===== config.mk =====
export PLATFORM = sky130hd
export DESIGN_NAME = cpt_rot_angle
export DESIGN_NICKNAME = d
export VERILOG_FILES = /design/src/hdl/cpt_pkg.sv /design/src/hdl/cpt_rot_angle.sv
export SDC_FILE = /design/constraint.sdc
export NUM_CORES = 1
export LEC_CHECK = 0
export BUFFER_PORTS_ARGS = -buffer_cell sky130_fd_sc_hd__clkbuf_2
export CORE_AREA = 2 2 256 207
export CTS_CLUSTER_DIAMETER = 30
export CTS_CLUSTER_SIZE = 10
export DETAILED_ROUTE_END_ITERATION = 16
export DIE_AREA = 0 0 258 209
export PLACE_DENSITY = 0.55
export SLEW_MARGIN = 20
export SYNTH_ARGS = -nofsm -noshare
export SYNTH_HDL_FRONTEND = slang
export SYNTH_SLANG_ARGS = --single-unit

===== constraint.sdc =====
create_clock -name clock -period 7.2 [get_ports clock]
set_clock_uncertainty 0.05 [all_clocks]
set_input_delay 0 -clock clock [delete_from_list [all_inputs] [get_ports clock]]
set_output_delay 0 -clock clock [all_outputs]
set_load 0.01 [all_outputs]

===== src/hdl/cpt_pkg.sv =====
// Shared constants, types and rounding helper for the curve point pivot transform.
// Used by cpt_rot_angle, cpt_cordic and curve_point_pivot_transform; no dependencies.
package cpt_pkg;

   // Fixed-point layout.
   localparam int EXTRA_BITS       = 8;
   localparam int SCALE_FRAC       = 12;
   localparam int TRIG_FRAC        = 20;
   localparam int CORDIC_DROP      = 10;
   localparam int ELL_SHIFT        = 12;
   localparam int PAR_SHIFT_BASE   = 16;

   // Rotation angle conversion: round(a * 2^32 / 23040) = a * Q + floor((a * R + 22) / 45).
   localparam int unsigned DEG64_PER_TURN = 23040;
   localparam int unsigned ROT_Q_INT      = 186413;
   localparam int unsigned ROT_Q_REM      = 23;
   localparam int unsigned ROT_Q_BIAS     = 22;
   localparam int unsigned RECIP45        = 1491309;
   localparam int          RECIP45_SH     = 26;

   // Datapath widths.
   localparam int TRIG_W = 22;
   localparam int CORD_W = 33;
   localparam int P_W    = 40;
   localparam int D_W    = 41;
   localparam int SP_W   = 58;
   localparam int X_W    = 46;
   localparam int RP_W   = 68;
   localparam int RS_W   = 69;
   localparam int R_W    = 49;
   localparam int T_W    = 51;
   localparam int RND_W  = 72;

   localparam logic signed [CORD_W-1:0] CORDIC_GAIN = 33'sd652032874;

   // Arctangent of 2^-i in units of 2^-32 turn.
   localparam int ATAN_N = 24;
   localparam logic [31:0] ATAN_TURN32 [ATAN_N] = '{
      32'h20000000, 32'h12E4051E, 32'h09FB385B, 32'h051111D4, 32'h028B0D43, 32'h0145D7E1,
      32'h00A2F61E, 32'h00517C55, 32'h0028BE53, 32'h00145F2F, 32'h000A2F98, 32'h000517CC,
      32'h00028BE6, 32'h000145F3, 32'h0000A2F9, 32'h0000517C, 32'h000028BE, 32'h0000145F,
      32'h00000A2F, 32'h00000517, 32'h0000028B, 32'h00000145, 32'h000000A2, 32'h00000051
   };

   typedef enum logic [2:0] {
      REG_PIVOT_X    = 3'd0,
      REG_PIVOT_Y    = 3'd1,
      REG_SCALE_H    = 3'd2,
      REG_SCALE_V    = 3'd3,
      REG_ROTATION   = 3'd4,
      REG_SHIFT_X    = 3'd5,
      REG_SHIFT_Y    = 3'd6
   } reg_index_type;

   typedef enum logic {
      CMD_ELLIPSE  = 1'b0,
      CMD_PARABOLA = 1'b1
   } command_type;

   // Arithmetic right shift with rounding half away from zero (sh >= 1).
   function automatic logic signed [RND_W-1:0] rnd_shift(input logic signed [RND_W-1:0] v,
                                                         input int unsigned sh);
      logic signed [RND_W-1:0] half;
      logic signed [RND_W-1:0] sum;
      half = '0;
      half[sh-1] = 1'b1;
      sum = v + half;
      if (v[RND_W-1]) begin
         sum = sum - 72'sd1;
      end
      return sum >>> sh;
   endfunction

endpackage


===== src/hdl/cpt_rot_angle.sv =====
// Four-stage conversion of the rotation register (1/64 degree) to a 2^-32 turn angle.
// Depends on cpt_pkg.
module cpt_rot_angle
   import cpt_pkg::*;
(
   input  logic        clock,
   input  logic        en,
   input  logic [14:0] angle_deg64,
   output logic [31:0] rot_turn
);

   logic [14:0] a_mod_in, a_mod_ff;
   logic [31:0] p1_in, p1_ff;
   logic [19:0] r_in, r_ff;
   logic [31:0] p1b_ff;
   logic [40:0] prod_in;
   logic [14:0] lo_in, lo_ff;
   logic [31:0] rot_in, rot_ff;

   // Wrap modulo a full turn, split into integer quotient part and remainder part,
   // divide the remainder part by 45 through a reciprocal multiply, then sum.
   always_comb begin
      a_mod_in = (angle_deg64 >= 15'(DEG64_PER_TURN)) ?
                 angle_deg64 - 15'(DEG64_PER_TURN) : angle_deg64;
      p1_in    = 32'(a_mod_ff) * 32'(ROT_Q_INT);
      r_in     = 20'(a_mod_ff) * 20'(ROT_Q_REM) + 20'(ROT_Q_BIAS);
      prod_in  = 41'(r_ff) * 41'(RECIP45);
      lo_in    = 15'(prod_in >> RECIP45_SH);
      rot_in   = p1b_ff + 32'(lo_ff);
   end

   always_ff @(posedge clock) begin
      if (en) begin
         a_mod_ff <= a_mod_in;
         p1_ff    <= p1_in;
         r_ff     <= r_in;
         p1b_ff   <= p1_ff;
         lo_ff    <= lo_in;
         rot_ff   <= rot_in;
      end
   end

   assign rot_turn = rot_ff;

endmodule


---- Yosys cells after proc, flatten, opt, wreduce, memory -nomap -nowiden ----
Cells that the tools add are included.
operators by class
  add/sub/neg operators ................... 3
  $mul .................................... 3
  order comparisons ....................... 1
  muxes and demuxes ....................... 1
operator list
  operator                                                               count
  20-bit by 21-bit multiplier with 41-bit output, second input constant  1
  32-bit by 15-bit adder with 32-bit output                              1
  15-bit by 18-bit multiplier with 32-bit output, second input constant  1
  20-bit by 5-bit adder with 20-bit output, second input constant        1
  15-bit by 5-bit multiplier with 20-bit output, second input constant   1
  15-bit >= comparator, second input constant                            1
  15-bit 2-to-1 mux                                                      1
  15-bit subtractor, second input constant                               1
word-level totals
  flip-flop bits (word level) ............. 146
  output and inout bits ................... 32
  logic and storage cells ................. 14

---- Longest topological paths before layout ----
Gate-level depths: netlist of run 1.
  word-level depth ........................ 2
  mapped depth ............................ 22

---- Worst setup path after synthesis of run 1 ----
OpenSTA, ideal clock, no wires.
  path kind ............................... reg-to-reg
  from .................................... register r_ff[10]
  to ...................................... register lo_ff[14], data pin
  setup time .............................. 0.260 ns
  arrival ................................. 5.701 ns
  data required time ...................... 6.890 ns
  slack ................................... 1.189 ns
  stages on the path, launching flop included .. 21
  period minus slack after synthesis ...... 6.011 ns
  path through ............................ edfxtp_1 -> ha_1 -> fa_1 -> inv_1 -> fa_1 -> fa_1 -> inv_1 -> fa_1 -> fa_1 -> inv_1 -> fa_1 -> inv_1 -> ha_1 -> nand4_1 -> nor4b_2 -> nor4_2 -> a211oi_2 -> a41oi_2 -> o31ai_2 -> a21oi_1 -> xnor2_1
on the way
  longest elaborated chain between the ends .. 1
ends and longest elaborated chain
  element                                         RTL line             text
  start, declared                                 cpt_rot_angle.sv:14  logic [19:0] r_in, r_ff;
  start signal, assigned                          cpt_rot_angle.sv:36  r_ff <= r_in;
  20-bit by 21-bit multiplier with 41-bit output  cpt_rot_angle.sv:27  prod_in = 41'(r_ff) * 41'(RECIP45);
  via prod_in[40]                                 cpt_rot_angle.sv:16  logic [40:0] prod_in;
  end signal, assigned                            cpt_rot_angle.sv:38  lo_ff <= lo_in;
  end, declared                                   cpt_rot_angle.sv:17  logic [14:0] lo_in, lo_ff;
The timed path passes the listed nets, and every way through them passes these cells.
A chain may end at the register's enable or synchronous reset.

---- Final worst setup path of run 1 ----
Ends and elaborated chain as after synthesis.

==> impl_metrics.env, run 1 <==
export IMPL_routed_via_density=4.70
export IMPL_cts_tree="built"
export IMPL_hold_violations=0
export IMPL_synthCells=1617
export IMPL_synth_edff_count=145
export IMPL_worstHoldPathType="input port to flip-flop"
export IMPL_cts_root_buffer_cell="sky130_fd_sc_hd__clkbuf_16"
export IMPL_synth_area_mm2=0.0178
export IMPL_post_synth_most_frequent_cells="sky130_fd_sc_hd__inv_1 (405), sky130_fd_sc_hd__ha_1 (358), sky130_fd_sc_hd__fa_1 (214), sky130_fd_sc_hd__edfxtp_1 (145), sky130_fd_sc_hd__a21oi_1 (57)"
export IMPL_yosysTopAreaCellShare_pct=25.1
export IMPL_post_cts_resized_instances=0
export IMPL_global_route_wire_length_before_repair_mm=61.5
export IMPL_timing_final_setup_violations=0
export IMPL_clock_sink_count=145
export IMPL_postCtsSetupBuffers=0
export IMPL_timing_slew_headroom_pct=44.6
export IMPL_dieArea_mm2=0.0539
export IMPL_drt_wl_total_mm=37.8
export IMPL_final_min_clock_period_ns=6.55
export IMPL_pin_count=49
export IMPL_final_stage_net_count=2282
export IMPL_clock_tree_buffer_depth=2
export IMPL_worstPathRequired_ns=7.33
export IMPL_fin_setup_tns_ns=0
export IMPL_multiInputGateArea_mm2=0.0119
export IMPL_antenna_violating_nets_post_route=0
export IMPL_fp_row_count=75
export IMPL_clk_transition_reported_paths_ns=0.07
export IMPL_setup_worst_path_class="flip-flop to flip-flop"
export IMPL_detailed_place_hpwl_mm=32.9
export IMPL_cp_start_kind="flip-flop"
export IMPL_antenna_cells_inserted=0
export IMPL_cp_data_arrival_time_ns=6.69
export IMPL_synthesis_nets=2206
export IMPL_post_route_period_util_pct=91.0
export IMPL_cts_made_buffers=17
export IMPL_pin_slew_with_the_least_headroom_to_its_limit_ns=0.831
export IMPL_yosysMostFrequentCell="sky130_fd_sc_hd__inv_1"
export IMPL_synthToLayoutAreaGrowth_pct=10.4
export IMPL_detail_route_first_pass_iterations=5
export IMPL_top_cells_by_area_synth="sky130_fd_sc_hd__ha_1 (25%), sky130_fd_sc_hd__edfxtp_1 (24%), sky130_fd_sc_hd__fa_1 (24%)"
export IMPL_highest_achievable_clock_rate_mhz=153
export IMPL_ff2ff_setup_slack_ns=0.65
export IMPL_globalRouteTotalUtil_pct=14.6
export IMPL_yosys_warnings=0
export IMPL_seq_area_frac_synth_pct=24.4
export IMPL_fraction_of_final_layout_cells_with_drive_strength_greater_than_1_pct=5.69
export IMPL_globalRoute_totalOverflow=0
export IMPL_initial_core_util_pct=34.5
export IMPL_num_vias=11300
export IMPL_ys_ff_latch=145
export IMPL_critPathCaptureType="flip-flop"
export IMPL_synth_ff_type="sky130_fd_sc_hd__edfxtp_1"
export IMPL_grt_start_max_net_pins=83
export IMPL_grt_pass1_vias=11600
export IMPL_timing_final_max_slew_violations=0
export IMPL_worstSkewPairLatency_ns=0.44
export IMPL_std_cell_core_area_mm2=0.0517
export IMPL_floorplan_die_height_um=209
export IMPL_layout_area_seq_mm2=0.00435
export IMPL_yosys_area_top_type="sky130_fd_sc_hd__ha_1"
export IMPL_drv_max_cap_violation_count=0
export IMPL_antenna_found_initial=0
export IMPL_rsz0062_at_grt="false"
export IMPL_synth_async_reset_ratio_pct=0
export IMPL_ctsHtreeMaxLevel=4
export IMPL_wire_per_inst_um=15.7
export IMPL_post_synth_cell_types=68
export IMPL_finalWeightedCongestion=0.860
export IMPL_result_of_the_run="complete, no violations"
export IMPL_drcViolationCount=0
export IMPL_nFillCells=5013
export IMPL_die_w_um=258
export IMPL_critical_path_max_fanout=5
export IMPL_io_buffer_count=48
export IMPL_synth_avg_cell_area_um2=11.0
export IMPL_drt_first_iter_violations=672
## flip-flops by register name, summed over array words and instances, names as in the netlist
name,cells
a_mod_ff,15
lo_ff,15
p1_ff,32
p1b_ff,32
r_ff,19
rot_turn,32
## worst paths after layout
kind / depth (start not counted) / end / startpoint
max: 20 / lo_ff[14]$_DFFE_PP_ / r_ff[10]$_DFFE_PP_
min: 1 / rot_turn[13]$_DFFE_PP_ / en
max reg2reg: 20 / lo_ff[14]$_DFFE_PP_ / r_ff[10]$_DFFE_PP_
min reg2reg: 0 / p1b_ff[2]$_DFFE_PP_ / p1_ff[2]$_DFFE_PP_
## metal layers
metal,vias to the layer above,wire [um],GRT usage (%)
li1,5527,-,-
met1,5551,19900,22.5
met2,174,15700,21.2
met3,15,1880,3.31
met4,0,240,2.01
met5,-,0,0
## layout make-up
class                   count  share of cell area, %
flip-flops and latches    145                   22.1
clock buffers              17                   2.16
repair buffers             68                   2.24
well taps                 693                   4.41
clock inverters            15                  0.846
inverters                 405                   7.72
multi-input cells        1056                   60.5
## critical path, stage by stage, from the launching register on
cell and delay [ns]:
sky130_fd_sc_hd__edfxtp_1 0.48, sky130_fd_sc_hd__ha_1 0.36, sky130_fd_sc_hd__fa_1 0.51, sky130_fd_sc_hd__inv_1 0.06, sky130_fd_sc_hd__fa_1 0.48, sky130_fd_sc_hd__fa_1 0.55, sky130_fd_sc_hd__inv_1 0.05, sky130_fd_sc_hd__fa_1 0.45
sky130_fd_sc_hd__fa_1 0.51, sky130_fd_sc_hd__inv_1 0.05, sky130_fd_sc_hd__fa_1 0.47, sky130_fd_sc_hd__inv_1 0.04, sky130_fd_sc_hd__ha_1 0.28, sky130_fd_sc_hd__nand4_1 0.16, sky130_fd_sc_hd__nor4b_2 0.36, sky130_fd_sc_hd__nor4_2 0.10
sky130_fd_sc_hd__a211oi_2 0.42, sky130_fd_sc_hd__a41oi_2 0.29, sky130_fd_sc_hd__o31ai_2 0.35, sky130_fd_sc_hd__a21oi_1 0.13, sky130_fd_sc_hd__xnor2_1 0.13
## kinds of logic after synthesis
kind of cell / Yosys count / share of synthesized area [%]
adder cells (fa/ha/maj): 572 / 49.1
buffers and inverters: 416 / 8.81
XOR/XNOR: 84 / 4.13
AO/OA/AOI/OAI: 203 / 7.65
flip-flops: 145 / 24.4
multiplexers: 4 / 0.232
AND/OR/NAND/NOR: 193 / 5.61
## layout by cell type, fill, tap and decap left out, types with 12 or more instances in the layout
cell                            Yosys  final
sky130_fd_sc_hd__edfxtp_1         145    145
sky130_fd_sc_hd__dlygate4sd3_1      0     18
sky130_fd_sc_hd__xnor2_1           52     52
sky130_fd_sc_hd__o21ai_0           27     27
sky130_fd_sc_hd__a211oi_1          12     12
sky130_fd_sc_hd__clkbuf_2           0     47
sky130_fd_sc_hd__clkbuf_16          0     17
sky130_fd_sc_hd__nor3_1            24     24
sky130_fd_sc_hd__fa_1             214    214
sky130_fd_sc_hd__ha_1             358    358
sky130_fd_sc_hd__nand3_1           16     16
sky130_fd_sc_hd__nor2_1            53     53
sky130_fd_sc_hd__a21oi_1           57     57
sky130_fd_sc_hd__nand4_1           14     14
sky130_fd_sc_hd__a21o_1            34     34
sky130_fd_sc_hd__inv_1            405    405
sky130_fd_sc_hd__nand2_1           37     37
sky130_fd_sc_hd__xor2_1            32     32
## metrics by stage
step	std cells	instance area [um^2]	setup WS, ns	hold WS (ns)	util [%]
2_1_floorplan	1617	17800	1.19	0.0489	-
3_3_place_gp	2349	18900	0.757	0.148	36.6
3_5_place_dp	2349	18900	0.612	0.153	36.6
4_1_cts	2399	19700	0.602	0.0710	38.1
5_1_grt	2399	19700	0.330	0.0967	38.1
6_report	2399	19700	0.645	0.0723	38.1
## timing repair
action | 4_1_cts | 5_1_grt
hold endpoints to repair | 15 | 0
setup endpoints to repair | 0 | 0
hold buffers | 18 | 0
Power of run 1 is not shown: default switching activity piles up to over one toggle a cycle in this logic, so the estimate is an artifact.
==> inputs of run 2 (changes only) <==
- clock period: 7.2 -> 8.43 ns (I/O delays scaled with it)
==> impl_metrics.env, run 2 (synthesis results as in run 1) <==
export IMPL_result_of_the_run="complete, no violations"
export IMPL_wire_per_inst_um=15.7
export IMPL_num_vias=11200
export IMPL_fin_setup_tns_ns=0
export IMPL_fraction_of_final_layout_cells_with_drive_strength_greater_than_1_pct=5.86
export IMPL_worstPathCellList="ha_1 -> fa_1 -> inv_1 -> fa_1 -> fa_1 -> inv_1 -> fa_1 -> fa_1 -> inv_1 -> fa_1 -> inv_1 -> ha_1 -> nand4_1 -> nor4b_2 -> nor4_2 -> a211oi_2 -> a41oi_2 -> o31ai_2 -> a21oi_1 -> xnor2_1"
export IMPL_fp_row_count=75
export IMPL_io_buffer_count=48
export IMPL_clock_tree_buffer_depth=2
export IMPL_drt_wl_total_mm=37.7
export IMPL_final_min_clock_period_ns=6.54
export IMPL_globalRouteMet1Util_pct=23.0
export IMPL_global_route_peak_usage_layer="met1"
export IMPL_post_route_period_util_pct=77.6
export IMPL_worstPathRequired_ns=8.57
export IMPL_detail_route_first_pass_iterations=5
export IMPL_ctsHtreeMaxLevel=4
export IMPL_worstHoldPathType="input port to flip-flop"
export IMPL_cts_tree="built"
export IMPL_critPathCaptureType="flip-flop"
export IMPL_max_stage_delay_ns=0.54
export IMPL_dieArea_mm2=0.0539
export IMPL_finalWeightedCongestion=0.864
export IMPL_grt_util_met3_pct=2.56
export IMPL_postCtsSetupBuffers=0
export IMPL_globalRoute_totalOverflow=0
export IMPL_final_cell_mix="sky130_fd_sc_hd__inv_1 (405), sky130_fd_sc_hd__ha_1 (358), sky130_fd_sc_hd__fa_1 (214), sky130_fd_sc_hd__edfxtp_1 (145), sky130_fd_sc_hd__a21oi_1 (57)"
export IMPL_std_cell_core_area_mm2=0.0517
export IMPL_drt_first_iter_violations=626
export IMPL_pin_count=49
export IMPL_antenna_found_initial=0
export IMPL_floorplan_die_height_um=209
export IMPL_worst_path_most_repeated_cell="sky130_fd_sc_hd__fa_1"
export IMPL_die_w_um=258
export IMPL_worstSkewPairLatency_ns=0.44
export IMPL_critPathSlowestCell="sky130_fd_sc_hd__fa_1"
export IMPL_grtUsageMet2_pct=21.2
export IMPL_clock_sink_count=145
export IMPL_antenna_cells_inserted=0
export IMPL_cp_start_kind="flip-flop"
export IMPL_layout_cells_most_common="sky130_fd_sc_hd__inv_1"
export IMPL_grt_start_max_net_pins=83
export IMPL_global_route_wire_length_before_repair_mm=61.3
export IMPL_nFillCells=5033
export IMPL_clk_transition_reported_paths_ns=0.07
export IMPL_cts_root_buffer_cell="sky130_fd_sc_hd__clkbuf_16"
export IMPL_initial_core_util_pct=34.5
export IMPL_synthToLayoutAreaGrowth_pct=10.7
export IMPL_critical_path_max_fanout=5
export IMPL_grt_pass1_vias=11600
export IMPL_rsz0062_at_grt="false"
export IMPL_globalRouteTotalUtil_pct=14.6
export IMPL_cts_made_buffers=17
export IMPL_antenna_violating_nets_post_route=0
export IMPL_cp_data_arrival_time_ns=6.68
export IMPL_drcViolationCount=0
export IMPL_setup_worst_path_class="flip-flop to flip-flop"
export IMPL_timing_final_setup_violations=0
export IMPL_routed_via_density=4.67
export IMPL_final_stage_net_count=2282
export IMPL_hold_violations=0
export IMPL_highest_achievable_clock_rate_mhz=153
export IMPL_timing_slew_headroom_pct=44.8
export IMPL_timing_final_max_slew_violations=0
export IMPL_drv_max_cap_violation_count=0
export IMPL_detailed_place_hpwl_mm=32.7
export IMPL_pin_slew_with_the_least_headroom_to_its_limit_ns=0.828
[run 2: cell count changes in the layout (fill, tap and decap cells not counted)]
cell                        previous run  this run
sky130_fd_sc_hd__clkinv_1              3         0
sky130_fd_sc_hd__clkinv_2              3         1
sky130_fd_sc_hd__bufinv_16             3         5
sky130_fd_sc_hd__clkinv_4              2         5
[run 2: worst paths after layout]
kind	from	end	slack, ns	cells after the start
max	r_ff[9]$_DFFE_PP_	lo_ff[14]$_DFFE_PP_	1.89	20
min reg2reg	p1_ff[13]$_DFFE_PP_	p1b_ff[13]$_DFFE_PP_	0.37	0
max reg2reg	r_ff[9]$_DFFE_PP_	lo_ff[14]$_DFFE_PP_	1.89	20
min	en	rot_turn[13]$_DFFE_PP_	0.07	1
[run 2: layer usage]
metal / share of wire (%) / up-vias
met4: 0.55 / 0
met1: 54 / 5534
met3: 3.2 / 16
met2: 42 / 122
li1: - / 5530
met5: 0 / -
[run 2: critical path: cells and delay by family (launching register included)]
family | cells | cell delay, ns
compound gates | 4 | 1.17
fa+ha+maj | 8 | 3.66
buf+inv | 4 | 0.20
xor+xnor | 1 | 0.13
flops | 1 | 0.46
simple gates | 3 | 0.62
[run 2: repair_timing]
item                                   in CTS  in global routing
endpoints found under the hold margin      15                  0
hold buffers                               18                  0
gates resized for setup                     0                  0
[run 2: final cells by class]
cell class,instances,area (um^2),area share [%]
inverter,405,1520,7.70
clock buffer,17,425,2.15
multi-input combinational,1056,11900,60.3
tap,693,867,4.39
timing repair buffer,68,442,2.24
clock inverter,15,231,1.17
sequential,145,4350,22.1
[run 2: stage by stage]
step,setup WS (ns),area (um^2),utilization [%],hold WS (ns),cells
final,1.89,19700,38.2,0.0690,2399
after global routing,1.48,19700,38.2,0.0849,2399
after CTS,1.83,19700,38.2,0.0587,2399
after detailed placement,1.85,18900,36.6,0.153,2349
after global placement,1.99,18900,36.6,0.148,2349
after floorplan,2.42,17800,-,0.0489,1617
Power of run 2 is left out for the same reason.
